`config.mk`:
```
export PLATFORM = sky130hd
export DESIGN_NAME = dle_escaped_frame_decoder
export DESIGN_NICKNAME = d
export VERILOG_FILES = /design/src/dle_pkg.sv /design/src/dle_csr.sv /design/src/dle_core.sv /design/src/dle_escaped_frame_decoder.sv
export SDC_FILE = /design/constraint.sdc
export NUM_CORES = 1
export LEC_CHECK = 0
export BUFFER_PORTS_ARGS = -buffer_cell sky130_fd_sc_hd__buf_2
export CAP_MARGIN = 20
export CORE_UTILIZATION = 58
export DETAILED_ROUTE_END_ITERATION = 7
export GPL_TIMING_DRIVEN = 1
export PLACE_DENSITY_LB_ADDON = 0.25
export RECOVER_POWER = 100
export SLEW_MARGIN = 20
export SYNTH_ARGS = -nofsm -noshare
export SYNTH_HDL_FRONTEND = slang
export SYNTH_HIERARCHICAL = 1
export SYNTH_SLANG_ARGS = --single-unit
```
`constraint.sdc`:
```
create_clock -name clock -period 6 [get_ports clock]
set_clock_uncertainty 0.2 [all_clocks]
set_input_delay 0.6 -clock clock [delete_from_list [all_inputs] [get_ports clock]]
set_output_delay 0.6 -clock clock [all_outputs]
set_load 0.01 [all_outputs]
```
`src/dle_pkg.sv`:
```
// Package with shared types and constants of the escaped frame decoder.
package dle_pkg;

   localparam int unsigned CSR_ADDR_WIDTH = 4;
   localparam int unsigned CSR_DATA_WIDTH = 32;

   localparam logic [1:0] REG_START_BYTE  = 2'd0;
   localparam logic [1:0] REG_ESCAPE_BYTE = 2'd1;
   localparam logic [1:0] REG_END_BYTE    = 2'd2;
   localparam logic [1:0] REG_MIN_ANSWER  = 2'd3;

   localparam logic [7:0] RESET_START_BYTE  = 8'd2;
   localparam logic [7:0] RESET_ESCAPE_BYTE = 8'd16;
   localparam logic [7:0] RESET_END_BYTE    = 8'd3;
   localparam logic [7:0] RESET_MIN_ANSWER  = 8'd5;

   localparam logic [2:0] ST_OK          = 3'd0;
   localparam logic [2:0] ST_SHORT_BUF   = 3'd1;
   localparam logic [2:0] ST_NO_START    = 3'd2;
   localparam logic [2:0] ST_SHORT_FRAME = 3'd3;
   localparam logic [2:0] ST_MISSING_END = 3'd4;
   localparam logic [2:0] ST_BAD_CHECK   = 3'd5;

   typedef struct packed {
      logic [7:0] start_byte;
      logic [7:0] escape_byte;
      logic [7:0] end_byte;
      logic [7:0] min_answer_bytes;
   } cfg_type;

endpackage

```
`src/dle_csr.sv`:
```
// Configuration register file behind the APB-style port.
module dle_csr (
   input  logic                                clock,
   input  logic                                reset,
   input  logic                                csr_psel,
   input  logic                                csr_penable,
   input  logic                                csr_pwrite,
   input  logic [dle_pkg::CSR_ADDR_WIDTH-1:0]  csr_paddr,
   input  logic [dle_pkg::CSR_DATA_WIDTH-1:0]  csr_pwdata,
   output logic [dle_pkg::CSR_DATA_WIDTH-1:0]  csr_prdata,
   output logic                                csr_pready,
   output dle_pkg::cfg_type                    cfg
);
   import dle_pkg::*;

   cfg_type    cfg_ff;
   cfg_type    cfg_in;
   logic [1:0] index;
   logic       write_en;
   logic [7:0] read_byte;

   assign index    = csr_paddr[3:2];
   assign write_en = csr_psel && csr_penable && csr_pwrite;

   always_comb begin
      cfg_in = cfg_ff;
      if (write_en) begin
         unique case (index)
            REG_START_BYTE:  cfg_in.start_byte       = csr_pwdata[7:0];
            REG_ESCAPE_BYTE: cfg_in.escape_byte      = csr_pwdata[7:0];
            REG_END_BYTE:    cfg_in.end_byte         = csr_pwdata[7:0];
            REG_MIN_ANSWER:  cfg_in.min_answer_bytes = csr_pwdata[7:0];
            default:         cfg_in = cfg_ff;
         endcase
      end
   end

   always_comb begin
      unique case (index)
         REG_START_BYTE:  read_byte = cfg_ff.start_byte;
         REG_ESCAPE_BYTE: read_byte = cfg_ff.escape_byte;
         REG_END_BYTE:    read_byte = cfg_ff.end_byte;
         REG_MIN_ANSWER:  read_byte = cfg_ff.min_answer_bytes;
         default:         read_byte = 8'd0;
      endcase
   end

   always_ff @(posedge clock) begin
      if (reset) begin
         cfg_ff.start_byte       <= RESET_START_BYTE;
         cfg_ff.escape_byte      <= RESET_ESCAPE_BYTE;
         cfg_ff.end_byte         <= RESET_END_BYTE;
         cfg_ff.min_answer_bytes <= RESET_MIN_ANSWER;
      end else begin
         cfg_ff <= cfg_in;
      end
   end

   assign csr_prdata = {{(CSR_DATA_WIDTH-8){1'b0}}, read_byte};
   assign csr_pready = 1'b1;
   assign cfg        = cfg_ff;

endmodule

```
`src/dle_core.sv`:
```
// Input register, per-byte decode state machine and result register.
module dle_core (
   input  logic             clock,
   input  logic             reset,
   input  dle_pkg::cfg_type cfg,
   input  logic             in_valid,
   output logic             in_ready,
   input  logic [7:0]       in_byte,
   input  logic             in_last,
   output logic             out_valid,
   input  logic             out_ready,
   output logic [7:0]       out_byte,
   output logic             out_is_status,
   output logic [2:0]       out_status
);
   import dle_pkg::*;

   typedef enum logic [2:0] {
      PH_HUNT, PH_BODY, PH_ESC, PH_CHECK, PH_PENDING, PH_DONE
   } phase_type;

   function automatic logic [7:0] sat_inc(input logic [7:0] v);
      return (v == 8'hFF) ? v : v + 8'd1;
   endfunction

   function automatic logic frame_short(input logic [7:0] fb, input logic [7:0] min_b);
      return ({1'b0, fb} + 9'd1) < {1'b0, min_b};
   endfunction

   logic       s1_valid_ff, s1_valid_in;
   logic [7:0] s1_byte_ff, s1_byte_in;
   logic       s1_last_ff, s1_last_in;
   phase_type  phase_ff, phase_in;
   logic [7:0] xor_ff, xor_in;
   logic [7:0] fb_ff, fb_in;
   logic [7:0] bb_ff, bb_in;
   logic       out_valid_ff, out_valid_in;
   logic [7:0] out_byte_ff, out_byte_in;
   logic       out_flag_ff, out_flag_in;
   logic [2:0] out_status_ff, out_status_in;

   logic       advance;
   logic       emit;
   logic       emit_status;
   logic [7:0] emit_byte;
   logic [2:0] emit_code;
   logic       clear;
   logic       buf_short;
   logic [7:0] bb_next;
   logic [7:0] fb_sat;
   logic [7:0] fb_end;
   logic       b_start, b_esc, b_end;
   phase_type  phase_step;
   logic [7:0] xor_step;
   logic [7:0] fb_step;

   assign advance  = s1_valid_ff && (!out_valid_ff || out_ready);
   assign in_ready = !s1_valid_ff || advance;

   assign bb_next   = sat_inc(bb_ff);
   assign buf_short = bb_next < cfg.min_answer_bytes;
   assign fb_sat    = sat_inc(fb_ff);
   assign b_start   = s1_byte_ff == cfg.start_byte;
   assign b_esc     = s1_byte_ff == cfg.escape_byte;
   assign b_end     = s1_byte_ff == cfg.end_byte;
   assign fb_end    = (b_esc || b_end) ? fb_sat : fb_ff;

   always_comb begin
      emit        = 1'b0;
      emit_status = 1'b0;
      emit_byte   = 8'd0;
      emit_code   = ST_OK;
      clear       = 1'b0;
      phase_step  = phase_ff;
      xor_step    = xor_ff;
      fb_step     = fb_ff;
      unique case (phase_ff)
         PH_HUNT: begin
            if (s1_last_ff) begin
               emit        = 1'b1;
               emit_status = 1'b1;
               emit_code   = buf_short ? ST_SHORT_BUF : ST_NO_START;
               clear       = 1'b1;
            end else if (b_start) begin
               phase_step = PH_BODY;
               xor_step   = 8'd0;
               fb_step    = 8'd0;
            end
         end
         PH_BODY: begin
            if (s1_last_ff) begin
               emit        = 1'b1;
               emit_status = 1'b1;
               emit_code   = buf_short ? ST_SHORT_BUF :
                             frame_short(fb_ff, cfg.min_answer_bytes) ? ST_SHORT_FRAME :
                             ST_MISSING_END;
               clear       = 1'b1;
            end else begin
               fb_step  = fb_sat;
               xor_step = xor_ff ^ s1_byte_ff;
               if (b_esc) begin
                  phase_step = PH_ESC;
               end else if (b_end) begin
                  phase_step = PH_CHECK;
               end else begin
                  emit      = 1'b1;
                  emit_byte = s1_byte_ff;
               end
            end
         end
         PH_ESC: begin
            if (s1_last_ff) begin
               emit        = 1'b1;
               emit_status = 1'b1;
               emit_code   = buf_short ? ST_SHORT_BUF :
                             frame_short(fb_end, cfg.min_answer_bytes) ? ST_SHORT_FRAME :
                             ST_MISSING_END;
               clear       = 1'b1;
            end else begin
               fb_step    = fb_sat;
               xor_step   = xor_ff ^ s1_byte_ff;
               phase_step = PH_BODY;
               emit       = 1'b1;
               emit_byte  = s1_byte_ff;
            end
         end
         PH_CHECK: begin
            fb_step = fb_sat;
            if (!s1_last_ff && buf_short) begin
               phase_step = PH_PENDING;
            end else begin
               emit        = 1'b1;
               emit_status = 1'b1;
               emit_code   = buf_short ? ST_SHORT_BUF :
                             frame_short(fb_sat, cfg.min_answer_bytes) ? ST_SHORT_FRAME :
                             (s1_byte_ff == xor_ff) ? ST_OK : ST_BAD_CHECK;
               clear       = s1_last_ff;
               phase_step  = PH_DONE;
            end
         end
         PH_PENDING: begin
            if (s1_last_ff) begin
               emit        = 1'b1;
               emit_status = 1'b1;
               emit_code   = buf_short ? ST_SHORT_BUF : ST_SHORT_FRAME;
               clear       = 1'b1;
            end
         end
         PH_DONE: begin
            clear = s1_last_ff;
         end
         default: begin
            clear = 1'b1;
         end
      endcase
   end

   always_comb begin
      s1_valid_in   = s1_valid_ff;
      s1_byte_in    = s1_byte_ff;
      s1_last_in    = s1_last_ff;
      phase_in      = phase_ff;
      xor_in        = xor_ff;
      fb_in         = fb_ff;
      bb_in         = bb_ff;
      out_valid_in  = out_valid_ff;
      out_byte_in   = out_byte_ff;
      out_flag_in   = out_flag_ff;
      out_status_in = out_status_ff;
      if (in_ready) begin
         s1_valid_in = in_valid;
         s1_byte_in  = in_byte;
         s1_last_in  = in_last;
      end
      if (advance) begin
         if (clear) begin
            phase_in = PH_HUNT;
            xor_in   = 8'd0;
            fb_in    = 8'd0;
            bb_in    = 8'd0;
         end else begin
            phase_in = phase_step;
            xor_in   = xor_step;
            fb_in    = fb_step;
            bb_in    = bb_next;
         end
         out_valid_in  = emit;
         out_byte_in   = emit_byte;
         out_flag_in   = emit_status;
         out_status_in = emit_code;
      end else if (out_ready) begin
         out_valid_in = 1'b0;
      end
   end

   always_ff @(posedge clock) begin
      s1_byte_ff    <= s1_byte_in;
      s1_last_ff    <= s1_last_in;
      out_byte_ff   <= out_byte_in;
      out_flag_ff   <= out_flag_in;
      out_status_ff <= out_status_in;
      if (reset) begin
         s1_valid_ff  <= 1'b0;
         phase_ff     <= PH_HUNT;
         xor_ff       <= 8'd0;
         fb_ff        <= 8'd0;
         bb_ff        <= 8'd0;
         out_valid_ff <= 1'b0;
      end else begin
         s1_valid_ff  <= s1_valid_in;
         phase_ff     <= phase_in;
         xor_ff       <= xor_in;
         fb_ff        <= fb_in;
         bb_ff        <= bb_in;
         out_valid_ff <= out_valid_in;
      end
   end

   assign out_valid     = out_valid_ff;
   assign out_byte      = out_byte_ff;
   assign out_is_status = out_flag_ff;
   assign out_status    = out_status_ff;

   a_eob_clears: assert property (@(posedge clock) disable iff (reset)
      (advance && s1_last_ff) |=> (phase_ff == PH_HUNT && bb_ff == 8'd0 && fb_ff == 8'd0))
      else $error("End of buffer did not return the decoder to hunting.");

   a_hunt_clean: assert property (@(posedge clock) disable iff (reset)
      (phase_ff == PH_HUNT) |-> (fb_ff == 8'd0 && xor_ff == 8'd0))
      else $error("Frame counters are not clear while hunting.");

   a_done_silent: assert property (@(posedge clock) disable iff (reset)
      (advance && phase_ff == PH_DONE) |=> !out_valid_ff)
      else $error("A word after a completed frame produced a result.");

   a_status_zero: assert property (@(posedge clock) disable iff (reset)
      (advance && emit && !emit_status) |=> (out_status_ff == ST_OK))
      else $error("A data word carries a nonzero status.");

endmodule

```
`src/dle_escaped_frame_decoder.sv`:
```
// Top level of the escaped frame decoder: configuration registers and decode core.
//
//  Channel  Direction  Handshake              Payload
//  req      in         req_tvalid/req_tready  tdata: rx_byte; tlast: end_of_buffer
//  rsp      out        rsp_tvalid/rsp_tready  tdata: byte_value; tuser: is_status, frame_status
//  csr      in/out     psel/penable, pready   four 8-bit registers at byte addresses 0 to 12
//
// Each word passes through the input register and then into the result register,
// and a new word is taken every cycle while results are drained.
// The input register keeps accepting one word while a result waits to be taken.
// Reset clears the decode state, the valid flags and the configuration registers to their defaults.
module dle_escaped_frame_decoder (
   input  logic                                clock,
   input  logic                                reset,
   input  logic                                req_tvalid,
   output logic                                req_tready,
   input  logic [7:0]                          req_tdata,   // rx_byte
   input  logic                                req_tlast,
   output logic                                rsp_tvalid,
   input  logic                                rsp_tready,
   output logic [7:0]                          rsp_tdata,   // byte_value
   output logic [3:0]                          rsp_tuser,   // frame_status[2:0], is_status
   input  logic                                csr_psel,
   input  logic                                csr_penable,
   input  logic                                csr_pwrite,
   input  logic [dle_pkg::CSR_ADDR_WIDTH-1:0]  csr_paddr,
   input  logic [dle_pkg::CSR_DATA_WIDTH-1:0]  csr_pwdata,
   output logic [dle_pkg::CSR_DATA_WIDTH-1:0]  csr_prdata,
   output logic                                csr_pready
);
   import dle_pkg::*;

   cfg_type    cfg;
   logic       is_status;
   logic [2:0] frame_status;

   dle_csr u_csr (
      .clock       (clock),
      .reset       (reset),
      .csr_psel    (csr_psel),
      .csr_penable (csr_penable),
      .csr_pwrite  (csr_pwrite),
      .csr_paddr   (csr_paddr),
      .csr_pwdata  (csr_pwdata),
      .csr_prdata  (csr_prdata),
      .csr_pready  (csr_pready),
      .cfg         (cfg)
   );

   dle_core u_core (
      .clock         (clock),
      .reset         (reset),
      .cfg           (cfg),
      .in_valid      (req_tvalid),
      .in_ready      (req_tready),
      .in_byte       (req_tdata),
      .in_last       (req_tlast),
      .out_valid     (rsp_tvalid),
      .out_ready     (rsp_tready),
      .out_byte      (rsp_tdata),
      .out_is_status (is_status),
      .out_status    (frame_status)
   );

   assign rsp_tuser = {frame_status, is_status};

endmodule
```
==> results.py <==
metrics = {
    "worst_setup_path": {
        "worstPathRequired_ps": 5930,
        "end_kind": "register",
        "path_max_fanout": 13,
        "r2r_slack_ps": 920,
        "cp_data_arrival_time_ps": 5010,
        "startpoint_type": "register",
        "critPathKind": "register to register",
    },
    "finish": {
        "fill_cells": 884,
        "finalNetCount": 756,
        "diodes": 0,
        "layout_commonest_cell": "dfxtp_1",
        "final_core_util": 0.624,
        "final_cell_mix": "dfxtp_1 (61), nor2_1 (59), o21ai_0 (41), nand2b_1 (35), a21oi_1 (34)",
        "syn_to_final_growth_pct": 3.73,
        "finish.instance_area_um2": 6130,
        "drive_gt1_frac": 0.115,
    },
    "placed_design": {
        "dp_slack_ps": 1060,
        "placed_area_um2": 5950,
        "gp_congestion": 0.904,
        "port-buffer-count": 47,
        "post-dp-hpwl_um": 9920,
    },
    "route": {
        "detail-route-antenna-nets": 0,
        "drt-initial-drc-count": 318,
        "first_pass_iters": 5,
        "drc": 0,
        "wl_per_cell_um": 16.9,
        "finalWirelength_um": 13700,
        "via_count": 4819,
        "via_per_inst": 5.95,
    },
    "global_routing": {
        "grt_start_max_net_pins": 74,
        "grtUsageTotal": 0.272,
        "antenna_found_initial": 0,
        "gr-total-overflow": 0,
        "grt_pass1_vias": 4407,
        "grt_pass1_wl_um": 21800,
    },
    "die": {
        "die_h_um": 103,
        "initial_core_util": 0.602,
        "die_w_um": 103,
        "io_pins": 99,
        "coreArea_um2": 9820,
        "die_area_um2": 10600,
        "num_rows": 36,
    },
    "clock_network": {
        "cts_setup_buffers": 0,
        "ctsResizeCount": 0,
        "ctsHtreeMaxLevel": 3,
        "clkSinkCount": 82,
        "clk_latency_ps": 370,
        "cts.path.max_buffers": 2,
        "numCtsBuffers": 9,
        "hold_buffers": 0,
        "cts.clk_slew.worst_paths_ps": 100,
        "cts_root_buf": "clkbuf_8",
        "cts_tree": "built",
    },
    "sta": {
        "fmax_mhz": 197,
        "fin_ws_ps": 922,
        "finalSetupTns_ps": 0,
        "rsz0062_at_grt": "no",
        "timing.hold.ws_ps": 201,
        "max_slew_margin": -0.885,
        "finalHoldViolations": 0,
        "fin_crit_sh": 0.846,
        "setup_violations": 0,
        "finalCriticalPeriod_ps": 5080,
        "maxSlewViolCount": 74,
        "worst-slew-pin-transition_ps": 2830,
    },
    "logic_synthesis": {
        "seq_area_frac_synth": 0.313,
        "synth_cell_types": 70,
        "synthFlopType": "dfxtp_1",
        "synth_seq_cells": 82,
        "postSynthCellCount": 655,
        "yosysWarnings": 6,
        "syn_area_per_cell_um2": 9.02,
        "syn_area_um2": 5910,
        "synth_edf_count": 21,
        "async_flop_share": 0,
    },
    "power_and_ir_drop": {
        "powerDensity_nw_per_um2": 184,
        "peakVddDrop_mv": 0.0983,
        "p_leak_nw": 2.44,
    },
    "job": {
        "cap_violations": 1,
    },
    "run_status": {
        "violations": "capacitance limit, slew limit",
        "status": "complete, but fails checks",
    },
    "hold_path": {
        "hp-class": "input pin to register",
    },
}
[sequential cells by signal, indices dropped and copies added, names as in the netlist]
signal	count
u_core/s1_valid_ff	1
u_core/xor_ff	8
u_csr/cfg	32
u_core/s1_last_ff	1
u_core/fb_ff	8
u_core/s1_byte_ff	8
u_core/bb_ff	8
u_core/out_valid	1
u_core/out_byte	8
u_core/out_is_status	1
u_core/out_status	3
u_core/phase_ff	3
[path summary, 6_finish.rpt]
path                         start              endpoint  cells past startpoint
setup reg to reg   u_core/fb_ff[0]  u_core/out_status[2]                     19
setup / recovery   u_core/fb_ff[0]  u_core/out_status[2]                     19
hold reg to reg   u_core/xor_ff[1]      u_core/xor_ff[1]                      2
hold / removal        req_tdata[4]  u_core/s1_byte_ff[4]                      1
[cells in the mapped netlist (3+ instances only)]
cell type | count | share of area
and2_1 | 10 | 0.011
o21ai_0 | 39 | 0.033
clkbuf_1 | 10 | 0.0064
nor2b_1 | 9 | 0.0095
a211o_1 | 4 | 0.0059
o22ai_1 | 3 | 0.0032
a211oi_1 | 5 | 0.0064
buf_2 | 13 | 0.011
nand3_1 | 20 | 0.017
nand2_1 | 29 | 0.018
nor3_1 | 5 | 0.0042
nand4_1 | 11 | 0.012
xor2_1 | 15 | 0.022
o21a_1 | 4 | 0.0051
or3_1 | 3 | 0.0032
inv_1 | 19 | 0.012
buf_6 | 9 | 0.017
nor2_1 | 59 | 0.037
mux2i_1 | 32 | 0.054
a21oi_1 | 34 | 0.029
edfxtp_1 | 21 | 0.11
and3_1 | 5 | 0.0053
xnor2_2 | 5 | 0.014
a21o_1 | 6 | 0.0076
ha_1 | 32 | 0.068
a22oi_1 | 8 | 0.010
o21ai_1 | 6 | 0.0051
mux4_2 | 8 | 0.030
nand3b_1 | 11 | 0.014
xnor2_1 | 33 | 0.049
mux2_2 | 5 | 0.0095
a31oi_1 | 6 | 0.0064
nand4_2 | 4 | 0.0085
dfxtp_1 | 61 | 0.21
and4_1 | 3 | 0.0044
nand2b_1 | 35 | 0.037
buf_4 | 33 | 0.042
[layer usage]
metal | global-route usage | part of all wire
met4 | 0.116 | 0.026
met1 | 0.358 | 0.45
met2 | 0.440 | 0.47
met5 | 0 | 0
met3 | 0.0481 | 0.059
[report_power, final]
group | switching (W) | internal, W | leakage (nW) | total [W]
Clock | 0.000232 | 0.000200 | 0.0999 | 0.000432
Sequential | 0.0000168 | 0.000577 | 0.706 | 0.000594
Combinational | 0.0000613 | 0.0000403 | 1.63 | 0.000102
Total | 0.000310 | 0.000817 | 2.44 | 0.00113
[per-stage QoR]
| step | total power (W) | std cells |
|---|---|---|
| after detailed placement | 0.000708 | 794 |
| after global routing | 0.00117 | 810 |
| final | 0.00113 | 810 |
| after floorplan | 0.000694 | 678 |
| after CTS | 0.00114 | 810 |
| after global placement | 0.000705 | 794 |
[logic make-up (layout without fill, tap and decap cells)]
logic type	after synthesis	in the layout	synth area share
AO/OA/AOI/OAI	136	136	0.147
flip-flops	82	82	0.313
buffers and inverters	86	85	0.0898
other	2	25	0.00127
adder cells (fa/ha/maj)	32	32	0.0677
XOR/XNOR	53	53	0.0849
multiplexers	45	45	0.0942
AND/OR/NAND/NOR	219	219	0.202
[layout make-up]
type | instances | area, µm² | area share
timing repair buffer | 48 | 210 | 0.0343
inverter | 21 | 78.8 | 0.0129
tap | 133 | 166 | 0.0271
sequential | 82 | 1850 | 0.302
multi-input combinational | 510 | 3610 | 0.590
clock buffer | 9 | 124 | 0.0202
clock inverter | 7 | 85.1 | 0.0139
[critical path, stage by stage, from the launching register on]
cell and delay (ps):
dfxtp_1 630, ha_1 460, and3_1 250, nand2_1 250, nand2_1 140, nand2_1 100, mux2_2 280, ha_1 300
nand2_1 110, xnor2_1 120, nor2_1 60, a21oi_1 170, ha_1 260, and2_0 170, a221oi_1 470, nand4b_1 150
mux2i_1 180, nor2_1 90, nor2b_1 130, o31a_1 300
Note: power is estimated with default switching activity, not from simulation.
